<file path="config.mk">
export PLATFORM = sky130hd
export DESIGN_NAME = ecdsa_der_queue
export DESIGN_NICKNAME = d
export VERILOG_FILES = /design/src/hw/rtl/ecdsa_der_pkg.sv /design/src/hw/rtl/ecdsa_der_queue.sv
export SDC_FILE = /design/constraint.sdc
export NUM_CORES = 1
export LEC_CHECK = 0
export ABC_CLOCK_PERIOD_IN_PS = 15900
export BUFFER_PORTS_ARGS = -buffer_cell sky130_fd_sc_hd__buf_2
export CORE_AREA = 2 2 430 432
export DETAILED_ROUTE_END_ITERATION = 12
export DIE_AREA = 0 0 432 434
export GPL_TIMING_DRIVEN = 1
export HOLD_SLACK_MARGIN = 0.15
export PLACE_DENSITY_LB_ADDON = 0.15
export REMOVE_ABC_BUFFERS = 1
export SLEW_MARGIN = 30
export SYNTH_ARGS = -nofsm -noshare
export SYNTH_HDL_FRONTEND = slang
export SYNTH_SLANG_ARGS = --single-unit
</file>
<file path="constraint.sdc">
create_clock -name clk -period 15.9 [get_ports clk]
set_input_delay 0.795 -clock clk [delete_from_list [all_inputs] [get_ports clk]]
set_output_delay 0.795 -clock clk [all_outputs]
set_load 0.03 [all_outputs]
</file>
<file path="src/hw/rtl/ecdsa_der_pkg.sv">
// ----------------------------------------------------------------------------
// ecdsa_der_pkg
// Types and constants shared by the signature DER encoder modules.
// ----------------------------------------------------------------------------
package ecdsa_der_pkg;

  localparam int HALF_BYTES  = 32;
  localparam int WORD_BITS   = 64;
  localparam int MAX_WORDS   = 9;
  localparam int DER_BITS    = MAX_WORDS * WORD_BITS;
  localparam int QUEUE_DEPTH = 2;

  localparam logic [7:0] TAG_SEQ = 8'h30;
  localparam logic [7:0] TAG_INT = 8'h02;
  localparam logic [7:0] PAD_BYTE = 8'h00;

  typedef struct packed {
    logic [63:0] r_word0;
    logic [63:0] r_word1;
    logic [63:0] r_word2;
    logic [63:0] r_word3;
    logic [63:0] s_word0;
    logic [63:0] s_word1;
    logic [63:0] s_word2;
    logic [63:0] s_word3;
  } in_t;

  typedef struct packed {
    logic [63:0] der_word;
    logic [3:0]  valid_bytes;
    logic [6:0]  total_length;
    logic        last_word;
  } out_t;

  // classified signature, passed from front to back
  typedef struct packed {
    logic [255:0] r;
    logic [255:0] s;
    logic [5:0]   first_r;
    logic [5:0]   first_s;
    logic         pad_r;
    logic         pad_s;
    logic [5:0]   len_r;
    logic [5:0]   len_s;
    logic [6:0]   total;
  } cls_t;

endpackage

</file>
<file path="src/hw/rtl/ecdsa_der_queue.sv">
// ----------------------------------------------------------------------------
// ecdsa_der_queue
// Short queue of classified signatures between front and back.
// ----------------------------------------------------------------------------
module ecdsa_der_queue (
  input  logic                 clk,
  input  logic                 rst,
  input  logic                 push,
  input  ecdsa_der_pkg::cls_t  wr_data,
  output logic                 full,
  input  logic                 pop,
  output ecdsa_der_pkg::cls_t  rd_data,
  output logic                 valid
);

  localparam int PTR_W = (ecdsa_der_pkg::QUEUE_DEPTH > 1) ?
                         $clog2(ecdsa_der_pkg::QUEUE_DEPTH) : 1;
  localparam int CNT_W = $clog2(ecdsa_der_pkg::QUEUE_DEPTH + 1);

  ecdsa_der_pkg::cls_t entries [ecdsa_der_pkg::QUEUE_DEPTH];
  logic [PTR_W-1:0] wr_ptr;
  logic [PTR_W-1:0] rd_ptr;
  logic [CNT_W-1:0] count;
  logic             do_push;
  logic             do_pop;

  assign full    = (count == CNT_W'(ecdsa_der_pkg::QUEUE_DEPTH));
  assign valid   = (count != '0);
  assign do_push = push && !full;
  assign do_pop  = pop && valid;
  assign rd_data = entries[rd_ptr];

  always_ff @(posedge clk) begin
    if (do_push) begin
      entries[wr_ptr] <= wr_data;
    end
  end

  always_ff @(posedge clk) begin
    if (rst) begin
      wr_ptr <= '0;
      rd_ptr <= '0;
      count  <= '0;
    end else begin
      if (do_push) begin
        wr_ptr <= (wr_ptr == PTR_W'(ecdsa_der_pkg::QUEUE_DEPTH - 1)) ? '0 : wr_ptr + 1'b1;
      end
      if (do_pop) begin
        rd_ptr <= (rd_ptr == PTR_W'(ecdsa_der_pkg::QUEUE_DEPTH - 1)) ? '0 : rd_ptr + 1'b1;
      end
      if (do_push && !do_pop) begin
        count <= count + 1'b1;
      end else if (do_pop && !do_push) begin
        count <= count - 1'b1;
      end
    end
  end

endmodule

</file>
==> After elaboration in Yosys (flattened, before gate mapping) <==
Memories as Yosys holds them, arrays and structs flattened. A register that Yosys moved wholly into a read port is not among the register bits.
Cells that the tools add are included.
{ "classes": {"n_addsub": 4, "eq_ne": 1, "n_mux": 8, "reduce_logical": 9} }
{ "ops": {"columns": ["op", "n"], "rows": [
  ["1-bit two-way mux", 6],
  ["1-bit logical AND", 4],
  ["2-bit two-way mux", 2],
  ["2-bit nonzero test", 2],
  ["1-bit logical NOT", 3],
  ["1-bit adder, second input constant", 2],
  ["2-bit by 1-bit adder with 2-bit output, second input constant", 1],
  ["2-bit equality test, second input constant", 1],
  ["2-bit by 1-bit subtractor with 2-bit output, second input constant", 1]
]} }
{ "totals": {"register_bits": 4, "mem_bits_rw": 1090, "in_bits": 549, "output_inout_bits": 547, "wordCells": 26, "n_memories": 1} }
{ "mem_list": {"columns": ["name", "words", "width", "read_ports", "rd_clocked_by_memory_dff", "wr", "line", "text"], "rows": [
  ["entries", 2, 545, 1, 1, 1, "ecdsa_der_queue.sv:20", "ecdsa_der_pkg::cls_t entries [ecdsa_der_pkg::QUEUE_DEPTH];"]
]} }

==> Longest topological paths before layout <==
{ "depth": {"word_depth": 7, "mapped_depth": 6, "mapped_depth_nobuf": 6} }

==> Least setup slack after synthesis <==
OpenSTA, ideal clock, no wires.
{ "synth_timing": {"path_kind": "input-to-reg", "start": "input port push", "end": "memory entries[1][0] in the netlist's numbering (enable)", "setup_time_ns": 0.985, "arrival_ns": 13.325, "required_time_ns": 14.915, "setup_slack_ns": 1.590, "path_stages": 3, "n_path_buf": 0, "cell_sequence": "inv_1 -> nor2_1 -> and2_1"} }
{ "synth_via": {"elab_chain_cells": 3} }
{ "synth_rtl": {"columns": ["element", "line", "text"], "rows": [
  ["start, declared", "ecdsa_der_queue.sv:8", "input logic push,"],
  ["1-bit logical AND", "ecdsa_der_queue.sv:29", "assign do_push = push && !full;"],
  ["via do_push", "ecdsa_der_queue.sv:24", "logic do_push;"],
  ["1-bit two-way mux", "ecdsa_der_queue.sv:34", "if (do_push) begin"],
  ["1-bit two-way mux (implied by the code)", "ecdsa_der_queue.sv:35", "entries[wr_ptr] <= wr_data;"],
  ["end, declared", "ecdsa_der_queue.sv:20", null]
]} }
The timed path passes the listed nets, and every way through them passes these cells.

==> results by group <==
Synth
  • Area leader, netlist: edfxtp_1
  • Post-synth EDFFs: around 1100
  • Count of cell types in the netlist: 17
  • Synth async-reset ratio: 0%
  • Sequential share of the synthesized area: 82.7%
  • Most area-consuming cells after synthesis: edfxtp_1, mux2_2, mux2_4
  • Synthesized flop and latch total: between 1000 and 1500
  • Prevailing post-synth register cell: edfxtp_1
  • Syn_area_per_cell: around 23 um^2
  • Syn Inst Count: roughly 1700
  • Syn Std Cell Area: between 30000 and 40000 um^2
  • Share of the synthesized area in the top cell type: between 80% and 90%
  • Cell with the most instances after synthesis: edfxtp_1
  • Warnings, synthesis: 0
  • Commonest cells post-synth: edfxtp_1, mux2_2, mux2_4

STA
  • Max_slew headroom: between 30% and 40%
  • Final Setup Violations: 0
  • Final Hold Fails: 0
  • Least-Margin Pin Slew: about 1 ns
  • RSZ-0062 raised after global routing: false
  • Part of the cycle the worst path needs: a little under a third
  • Slew Viols, Final: 0
  • F_max: ~210 MHz
  • Min Tclk post-route: about 4.8 ns
  • Worst clock skew: around 0.017 ns
  • Final setup TNS: 0 ns
  • Final worst setup slack: approximately 11 ns

Detailed routing
  • DR iter-0 viols: slightly above 1000
  • WL final: 129000 um
  • Drc violations: 0
  • WL/cell: 22.6 um
  • Vias: about 22000
  • Drt pass-1 iters: 4
  • DRT antenna net count: 0
  • Via density per instance: 3.88

Layout
  • Nets@finish: about 3700
  • Non-filler cells, final: ~5700
  • Layout cells sized above 1: between 50% and 60%
  • Fill cell count: 18300
  • Design area: between 50000 and 60000 um^2
  • Syn-to-layout area delta: 38.0%
  • Core Util, Final: a little under a third

Setup path
  • Arrival @ worst endpoint: around 4.0 ns
  • Worst R2R Setup Slack: 11.72 ns
  • Worst EP required: ~15 ns
  • Kind of critical path: flip-flop to output port
  • Crit path launch type: flip-flop
  • Element type at the critical path end: output port
  • CP Max Fanout: 59

Clock network
  • CTS sink count: 1095
  • Number of buffers created by CTS: roughly 140
  • Post_cts resized: 0
  • Clock Tree Buf Depth: 3
  • CTS tree: built
  • Skew-Pair Late Insertion Delay: 0.75 ns
  • H-tree depth: 4
  • CTS Root Cell: clkbuf_16
  • CTS clk-pin slew, worst paths: around 0.050 ns
  • # Post-CTS Setup Buffers: 0

Die
  • Initial Util: a little over a fifth
  • Core ar.: 182000 um^2
  • Io pins: roughly 1100
  • Die X: between 400 and 500 um
  • Die Ht: 434 um
  • Die ar.: about 190000 um^2
  • FP Rows: 157

GRT
  • Largest net degree at the start of global routing: roughly 150
  • Vias in the first global route: around 23000
  • Antenna violations before repair: 63
  • First-pass GRT wire length: roughly 170000 um
  • Grt total ovfl: 0
  • Global Route Usage Sum: a little over an eighth

Placement
  • # port buffers: 1095
  • Pre-CTS setup slack: 11.15 ns
  • RD Place Congestion: between 0.7 and 0.8
  • Area after DPL: approximately 48000 um^2
  • Placed cell count: roughly 5200
  • Dpl hpwl: 91900 um

Status
  • Outcome: finished, final reports clean

Pwr
  • PwrDens: roughly 170 nW/um^2
  • Leak: 20.0 nW
  • Maximum vdd drop: 0.0971 mV

Job
  • Number of max-cap violations: 0

Worst hold path
  • Hold Crit Class: input port to flip-flop
-- worst paths after layout --
kind	from	endpoint	depth (start not counted)
worst max-delay path	flip-flop	rd_data[414]	4
worst min-delay path	wr_data[463]	entries[0][463]$_DFFE_PP_	1
worst max register to register	count[0]$_SDFFE_PP0P_	entries[0][257]$_DFFE_PP_	6
worst min register to register	wr_ptr$_SDFFE_PP0P_	wr_ptr$_SDFFE_PP0P_	2
-- routing by layer --
| layer | routed length (um) | up-vias | track usage [%] |
|---|---|---|---|
| met3 | 8880 | 262 | 4.27 |
| met2 | 67200 | 704 | 23.2 |
| met4 | 4400 | 22 | 4.78 |
| met5 | 132 | - | 0 |
| met1 | 47900 | 11200 | 14.6 |
| li1 | - | 9898 | - |
-- layout make-up --
cell class	count	area (um^2)	area share [%]
repair buffers	1381	8390	15.3
flip-flops and latches	1095	32800	59.9
inverters	2	15.0	0.0274
multi-input cells	563	6440	11.7
well taps	2385	2980	5.44
clock inverters	69	484	0.883
diodes	22	55.1	0.100
clock buffers	174	3630	6.62
-- cells in the final DEF, fill, tap and decap left out, drive strengths merged, types with 2 or more instances in the layout --
cell type	count
inv	8
or3	2
edfxtp	1090
clkinvlp	6
o21ai	3
dfxtp	5
diode	22
buf	1117
bufinv	4
mux2	545
a21oi	2
nor2	4
xor2	3
clkbuf	174
dlygate4sd3	264
clkinv	53
-- per-stage QoR --
step	hold slack (ns)	total power, W
floorplan	0.452	0.00619
global placement	0.489	0.00669
detailed placement	0.478	0.00668
CTS	0.150	0.00967
global route	0.161	0.00988
finish	0.236	0.00947
-- logic make-up (layout without fill, tap and decap cells) --
family / Yosys count / count (layout) / synth area share, %
buf+inv: 63 / 1626 / 1.15
other cells: 0 / 22 / 0
fa+ha+maj: 1 / 1 / 0.0315
simple gates: 9 / 9 / 0.117
compound gates: 5 / 5 / 0.0630
mux: 545 / 545 / 15.9
flops: 1095 / 1095 / 82.7
xor+xnor: 3 / 3 / 0.0662
-- power breakdown --
group	internal, W	switching (W)	total [W]
Sequential	0.00363	0.0000870	0.00372
Combinational	0.000921	0.00196	0.00288
Clock	0.00168	0.00120	0.00287
Total	0.00623	0.00324	0.00947
-- worst max-delay path, stage by stage, from the launching register on --
cell and delay (ns):
dfxtp_4 0.88, buf_4 0.76, buf_4 0.77, mux2_2 0.44
buf_2 0.18
-- flip-flops by register name, indices dropped and copies added, names as in the netlist, named ones only --
register  cells
count         2
wr_ptr        1
rd_ptr        1
entries    1090
-- what timing repair did --
| item | CTS | global route |
|---|---|---|
| endpoints found under the setup margin | 0 | 0 |
| endpoints found under the hold margin | 515 | 0 |
| hold buffers | 264 | 0 |
Power figures use the tool's default switching activity.
