==> src/hw/rtl/ecdsa_der_pkg.sv <==
// ----------------------------------------------------------------------------
// ecdsa_der_pkg
// Types and constants shared by the signature DER encoder modules.
// ----------------------------------------------------------------------------
package ecdsa_der_pkg;

  localparam int HALF_BYTES  = 32;
  localparam int WORD_BITS   = 64;
  localparam int MAX_WORDS   = 9;
  localparam int DER_BITS    = MAX_WORDS * WORD_BITS;
  localparam int QUEUE_DEPTH = 2;

  localparam logic [7:0] TAG_SEQ = 8'h30;
  localparam logic [7:0] TAG_INT = 8'h02;
  localparam logic [7:0] PAD_BYTE = 8'h00;

  typedef struct packed {
    logic [63:0] r_word0;
    logic [63:0] r_word1;
    logic [63:0] r_word2;
    logic [63:0] r_word3;
    logic [63:0] s_word0;
    logic [63:0] s_word1;
    logic [63:0] s_word2;
    logic [63:0] s_word3;
  } in_t;

  typedef struct packed {
    logic [63:0] der_word;
    logic [3:0]  valid_bytes;
    logic [6:0]  total_length;
    logic        last_word;
  } out_t;

  // classified signature, passed from front to back
  typedef struct packed {
    logic [255:0] r;
    logic [255:0] s;
    logic [5:0]   first_r;
    logic [5:0]   first_s;
    logic         pad_r;
    logic         pad_s;
    logic [5:0]   len_r;
    logic [5:0]   len_s;
    logic [6:0]   total;
  } cls_t;

endpackage

==> src/hw/rtl/ecdsa_der_front.sv <==
// ----------------------------------------------------------------------------
// ecdsa_der_front
// Finds the leading zero bytes and pad need of R and S, and the lengths.
// ----------------------------------------------------------------------------
module ecdsa_der_front (
  input  ecdsa_der_pkg::in_t  signature,
  output ecdsa_der_pkg::cls_t cls
);

  logic [255:0] r;
  logic [255:0] s;
  logic [5:0]   first_r;
  logic [5:0]   first_s;
  logic         top_r;
  logic         top_s;
  logic [5:0]   len_r;
  logic [5:0]   len_s;

  assign r = {signature.r_word0, signature.r_word1, signature.r_word2, signature.r_word3};
  assign s = {signature.s_word0, signature.s_word1, signature.s_word2, signature.s_word3};

  // first non-zero byte, or 32 when all zero
  always_comb begin
    first_r = 6'(ecdsa_der_pkg::HALF_BYTES);
    first_s = 6'(ecdsa_der_pkg::HALF_BYTES);
    top_r   = 1'b0;
    top_s   = 1'b0;
    for (int i = ecdsa_der_pkg::HALF_BYTES - 1; i >= 0; i--) begin
      if (r[255 - 8 * i -: 8] != 8'h00) begin
        first_r = 6'(i);
        top_r   = r[255 - 8 * i];
      end
      if (s[255 - 8 * i -: 8] != 8'h00) begin
        first_s = 6'(i);
        top_s   = s[255 - 8 * i];
      end
    end
  end

  assign len_r = 6'(6'(ecdsa_der_pkg::HALF_BYTES) - first_r) + {5'b0, top_r};
  assign len_s = 6'(6'(ecdsa_der_pkg::HALF_BYTES) - first_s) + {5'b0, top_s};

  always_comb begin
    cls.r       = r;
    cls.s       = s;
    cls.first_r = first_r;
    cls.first_s = first_s;
    cls.pad_r   = top_r;
    cls.pad_s   = top_s;
    cls.len_r   = len_r;
    cls.len_s   = len_s;
    cls.total   = 7'd6 + {1'b0, len_r} + {1'b0, len_s};
  end

endmodule

==> config.mk <==
export PLATFORM = sky130hd
export DESIGN_NAME = ecdsa_der_front
export DESIGN_NICKNAME = d
export VERILOG_FILES = /design/src/hw/rtl/ecdsa_der_pkg.sv /design/src/hw/rtl/ecdsa_der_front.sv
export SDC_FILE = /design/constraint.sdc
export NUM_CORES = 1
export LEC_CHECK = 0
export BUFFER_PORTS_ARGS = -buffer_cell sky130_fd_sc_hd__buf_2
export CAP_MARGIN = 20
export CORE_AREA = 2 2 416 418
export DETAILED_ROUTE_END_ITERATION = 12
export DIE_AREA = 0 0 418 420
export SKIP_LAST_GASP = 1
export SLEW_MARGIN = 25
export SYNTH_ARGS = -nofsm -noshare
export SYNTH_HDL_FRONTEND = slang
export SYNTH_SLANG_ARGS = --single-unit
==> constraint.sdc <==
create_clock -name vclk -period 4.85
set_input_delay 0.485 -clock vclk [all_inputs]
set_output_delay 0.485 -clock vclk [all_outputs]
set_load 0.02 [all_outputs]
### Yosys cells after proc, flatten, opt, wreduce, memory -nomap -nowiden

Cells that the tools add are included.

| storage, ports and cells | value |
|---|---|
| output and inout port bits | 545 |
| word-level logic and storage cells | 198 |
| bits of input ports | 512 |
| register bits after elaboration | 0 |

| cells by class | value |
|---|---|
| reduce and logical (&&, ||, !) cells | 64 |
| multiplexer cells | 128 |
| add/sub/neg operators | 6 |

Operator list:

| cell | count |
|---|---|
| 8-bit nonzero test | 64 |
| 6-bit 2-to-1 mux | 64 |
| 1-bit 2-to-1 mux | 64 |
| 6-bit by 1-bit adder with 6-bit output | 2 |
| 6-bit subtractor, first input constant | 2 |
| 3-bit by 6-bit adder with 7-bit output, first input constant | 1 |
| 7-bit by 6-bit adder with 7-bit output | 1 |

### Logic depth before layout (Yosys ltp)

Gate-level depths: netlist (run 1).

| depth | value |
|---|---|
| depth in word-level cells | 37 |
| depth in mapped cells | 20 |
| gate-level depth less buffers | 20 |

### Worst setup path after synthesis (run 1)

Ideal clock, no wire load.

| timing | value |
|---|---|
| path type | input to output |
| from | input signature[365] in the netlist's numbering |
| to | output cls[6] in the netlist's numbering |
| cell stages on the path | 18 |
| arrival | 4758 ps |
| path buffers | 0 |
| path slack | -393 ps |
| cells stage by stage | or4_1 or2_1 nor4_1 nand3b_1 a221oi_1 ha_1 inv_1 ha_1 xor2_1 inv_1 ha_1 inv_1 ha_1 a21o_1 a21oi_1 o21bai_1 a21oi_1 xnor2_1 |

RTL lines:

| item | RTL line | RTL |
|---|---|---|
| start: declaration | ecdsa_der_front.sv:6 | `input ecdsa_der_pkg::in_t signature,` |
| end: declaration | ecdsa_der_front.sv:7 | `output ecdsa_der_pkg::cls_t cls` |

==> impl_metrics.csv, run 1 <==
group,metric,value,unit
setup_path,cpLargestDelayFamily,"simple AND/OR/NAND/NOR gates",
floorplan,rows,152,
setup_path,critical_path_arrival,4790,ps
grt,grt_remaining_overflow,0,
setup_path,path_buf_inv,6,
floorplan,die_h,420,µm
setup_path,crit_slowest_cell,"or4b_4",
final_layout,syn2layout_area_growth,127,%
final_layout,n_sequential_cell,0,
grt,grt_use_total,16.4,%
job,drv_cap,0,
setup_path,path_common_cell,"buf_6",
setup_path,crit_chain,"buf_8 > nor4_4 > buf_6 > nand2_4 > buf_6 > nor4_4 > o21ai_4 > o311ai_4 > a31oi_4 > or2_1 > ha_2 > buf_6 > or4b_4 > buf_4 > mux2i_2 > ha_1 > ha_4 > a21oi_2 > xnor2_2 > buf_12",
synthesis,yosys.area_share.adder,2.94,%
floorplan,die_w,418,µm
floorplan,fp.coreArea,0.171,mm²
power_and_ir_drop,p_leak,7.72,nW
floorplan,dieArea,0.176,mm²
timing,fmax,0.190,GHz
synthesis,yosysUniqueCellTypes,67,
final_layout,fin_cells,4289,
synthesis,synth_top_cell_by_area,"buf_4",
detailed_routing,drt_iter0_markers,923,
synthesis,synth-xor-area-share,1.24,%
cts,hold_buffers,0,
synthesis,synth.top_cell.area_share,54.7,%
synthesis,synth.avg_cell_area,7.16,µm²
synthesis,synth_cells,986,
timing,rsz0062_at_grt,"true",
final_layout,clock_buffers,0,
power_and_ir_drop,power.density,96.1,mW/mm²
placed_design,portBuffers,1057,
grt,grt_pass1_vias,12100,
placed_design,globalplace.congestion,1.05,
setup_path,cp-end-kind,"primary output",
final_layout,n_fill_cell,20200,
synthesis,yosys-top-cells-count,"514 x buf_4, 89 x nor4_1, 44 x nand2_1, 43 x nor2_1, 29 x or4_1",
timing,post-route-min-period,5270,ps
floorplan,start_util,4.13,%
synthesis,synth_compound_area_share,11.2,%
synthesis,seq_area_frac_synth,0,%
placed_design,hpwl,148,mm
setup_path,worstPathRequired,4370,ps
synthesis,yosys_warnings,0,
detailed_routing,first_pass_iters,5,
synthesis,yosysMostFrequentCell,"buf_4",
final_layout,fin_area,0.0160,mm²
power_and_ir_drop,power,1.54,mW
final_layout,seqCellArea,0,µm²
synthesis,synthMuxAreaShare,0.284,%
detailed_routing,detail-route-antenna-nets,0,
detailed_routing,drc,0,
synthesis,synth_area_leaders,"buf_4 55%, nor4_1 7.9%, or4_1 3.1%",
detailed_routing,drt_wl_total,153,mm
synthesis,synth_top_family_by_area,"buffers and inverters",
timing,relSlewSlack,43.0,%
power_and_ir_drop,ir_worst_vdd,0.0337,mV
timing,setup_ws,-423,ps
timing,setup_viol,4,
setup_path,max_stage_delay,570,ps
final_layout,drive_gt1_share,82.5,%
final_layout,final_nets,2546,
placed_design,post-place-cells,4232,
grt,antenna_found_initial,162,
synthesis,synthesis.area,0.00706,mm²
status,violations,"negative setup slack",
placed_design,placed_cell_area,0.0150,mm²
detailed_routing,via_per_inst,2.89,
status,status,"finished with violations",
synthesis,synth_nets,1514,
setup_path,critPathMaxFanout,2,
grt,grt_pass1_wl,177,mm
setup_path,critPathKind,"primary input to primary output",
timing,whs,1200,ps
synthesis,synthSimpleGateAreaFrac,28.2,%
grt,grt_max_degree,6,
detailed_routing,vias,12400,
detailed_routing,wire_per_inst,35.6,µm
min_path,hp-class,"primary input to primary output",
timing,finalCritPeriodShare,109,%
timing,hold_viol,0,
final_layout,final_util,9.38,%
timing,slew_violations,0,
setup_path,critPathLaunchType,"primary input",
timing,worstMarginPinSlew,848,ps
floorplan,io_pins,1057,
[worst paths after layout]
check / startpoint / slack, ps / to / cells past startpoint
max: signature[457] / -420 / cls[6] / 20
min: signature[442] / 1200 / cls[475] / 2
[power breakdown]
group / total [mW] / leakage [nW] / switching (mW) / internal [mW]
logic: 1.54 / 7.72 / 1.03 / 0.507
registers: 0 / 0 / 0 / 0
clock network: 0.00000112 / 0.000254 / 0 / 0.00000112
[placed cells by master, fill, tap and decap left out, types with 8 or more instances in the layout]
cell type | netlist | layout
a21oi_1 | 21 | 16
a31oi_1 | 23 | 20
and2_1 | 9 | 9
buf_12 | 0 | 8
buf_2 | 0 | 1033
buf_4 | 514 | 476
buf_6 | 0 | 25
diode_2 | 0 | 40
ha_4 | 0 | 8
inv_1 | 27 | 20
nand2_1 | 44 | 42
nand3_1 | 8 | 8
nand4_1 | 13 | 13
nor2_1 | 43 | 37
nor3_1 | 13 | 11
nor4_1 | 89 | 68
nor4_2 | 10 | 19
nor4_4 | 6 | 18
or4_1 | 29 | 24
[layout make-up]
type                            instances  area (µm²)  share of cell area (%)
Inverter                               27         101                   0.632
Tap cell                             2233        2790                    17.4
Timing Repair Buffer                 1544        9220                    57.5
Antenna cell                           40         100                   0.624
Multi-Input combinational cell        445        3820                    23.8
[cells by family (layout without fill, tap and decap cells)]
| group | Yosys count | in the layout |
|---|---|---|
| other | 0 | 40 |
| AND/OR/NAND/NOR | 306 | 306 |
| multiplexers | 2 | 2 |
| XOR/XNOR | 10 | 10 |
| AO/OA/AOI/OAI | 111 | 111 |
| buffers and inverters | 541 | 1571 |
| adder cells (fa/ha/maj) | 16 | 16 |
[stage by stage]
step | TNS (ps) | worst slack [ps]
after global placement | -8420 | -1550
after global routing | -2020 | -574
after floorplan | 0 | 3.43
final | -1480 | -423
after CTS | -1780 | -482
after detailed placement | -7890 | -1510
[per-layer routing]
layer	global-route usage (%)	part of all wire (%)	up-vias
li1	-	-	5150
met4	5.39	4.5	156
met1	17.6	36	5835
met2	28.0	48	902
met5	1.11	0.83	-
met3	7.91	11	337
[timing repair]
item,in CTS,in global routing
endpoints found under the setup margin,9,5
gates resized for setup,107,49
pin swaps,45,35
setup buffers,12,8
(Power assumes the default switching activity.)
==> run 2, diff against run 1 <==
Settings changed: MAX_ROUTING_LAYER set to met4.
==> impl_metrics.csv, run 2 (same netlist as run 1, synthesis figures left out) <==
group,metric,value,unit
final_layout,seqCellArea,0,µm²
min_path,hp-class,"primary input to primary output",
grt,antenna_found_initial,182,
grt,grt_pass1_wl,174,mm
timing,relSlewSlack,44.9,%
timing,post-route-min-period,5130,ps
status,violations,"negative setup slack",
timing,slew_violations,0,
setup_path,critical_path_arrival,4650,ps
floorplan,start_util,4.13,%
grt,grt_max_degree,6,
detailed_routing,drt_wl_total,151,mm
floorplan,fp.coreArea,0.171,mm²
detailed_routing,wire_per_inst,34.6,µm
final_layout,final_nets,2520,
timing,setup_ws,-282,ps
final_layout,final_util,9.33,%
detailed_routing,via_per_inst,2.79,
setup_path,critPathLaunchType,"primary input",
grt,grt_use_total,16.7,%
detailed_routing,drc,0,
final_layout,drive_gt1_share,82.2,%
timing,fmax,0.195,GHz
timing,whs,1200,ps
placed_design,post-place-cells,4211,
grt,grt_pass1_vias,11900,
job,drv_cap,0,
timing,hold_viol,0,
grt,grt_remaining_overflow,0,
detailed_routing,first_pass_iters,5,
timing,setup_viol,4,
power_and_ir_drop,ir_worst_vdd,0.0302,mV
final_layout,clock_buffers,0,
placed_design,hpwl,147,mm
floorplan,die_h,420,µm
detailed_routing,vias,12200,
final_layout,final_cell_mix,"1041 x buf_2, 455 x buf_4, 72 x nor4_1",
timing,worstMarginPinSlew,819,ps
power_and_ir_drop,p_leak,7.56,nW
final_layout,syn2layout_area_growth,126,%
detailed_routing,drt_iter0_markers,935,
power_and_ir_drop,power.density,94.3,mW/mm²
setup_path,cp-end-kind,"primary output",
final_layout,mostFrequentLayoutCell,"buf_2",
setup_path,critPathKind,"primary input to primary output",
floorplan,io_pins,1057,
final_layout,n_sequential_cell,0,
placed_design,globalplace.congestion,1.14,
placed_design,place_ws,-1270,ps
status,status,"finished with violations",
final_layout,fin_cells,4357,
setup_path,critPathMaxFanout,3,
detailed_routing,detail-route-antenna-nets,0,
setup_path,worstPathRequired,4370,ps
timing,rsz0062_at_grt,"true",
placed_design,portBuffers,1057,
timing,tns,-816,ps
floorplan,rows,152,
floorplan,dieArea,0.176,mm²
timing,finalCritPeriodShare,106,%
floorplan,die_w,418,µm
==> run 2: through the flow <==
step	power, mW	cell area [µm²]
after global routing	1.54	15900
after global placement	1.48	14900
after detailed placement	1.48	14900
final	1.50	16000
after CTS	1.50	15300
after floorplan	0.681	7110
==> run 2: final cells by class <==
class                           instances  area (µm²)
Fill cell                           20100      155000
Antenna cell                          134         335
Tap cell                             2233        2790
Multi-Input combinational cell        445        3760
Inverter                               27         101
Timing Repair Buffer                 1518        8960
==> run 2: worst paths after layout <==
kind  cells past startpoint  slack [ps]      startpoint       end
max                      19        -280  signature[347]    cls[4]
min                       2        1200  signature[179]  cls[212]
==> run 2: layer usage <==
layer	GRT usage, %	routed length (µm)	up-vias	share of wire, %
li1	-	-	5258	-
met1	17.2	53200	5771	35
met2	28.0	72100	947	48
met3	8.46	19700	190	13
met4	4.28	5950	0	3.9
met5	-	0	-	0
==> run 2: report_power, final <==
group	leakage (nW)	switching, mW	total [mW]	internal, mW
Sequential	0	0	0	0
Combinational	7.56	1.01	1.50	0.494
Clock	0.000847	0	0.00000369	0.00000369
==> run 2: worst max-delay path, stage by stage <==
cell       delay [ps]
buf_6             100
or4_4             550
nand4bb_4         260
a21oi_4           170
nor4_4             90
nor4b_2           300
buf_4             190
a31oi_4            90
or2_1             240
ha_2              190
or4b_4            530
xnor2_4           200
ha_4              240
ha_4              280
a21oi_4            50
buf_4             130
buf_6             110
xnor2_4           260
buf_6             160
==> run 2: what timing repair did <==
item / in CTS / in global routing
resized for setup: 72 / 51
setup endpoints to repair: 7 / 5
hold buffers: 0 / 0
buffers inserted: 9 / 7
pin swaps: 36 / 44
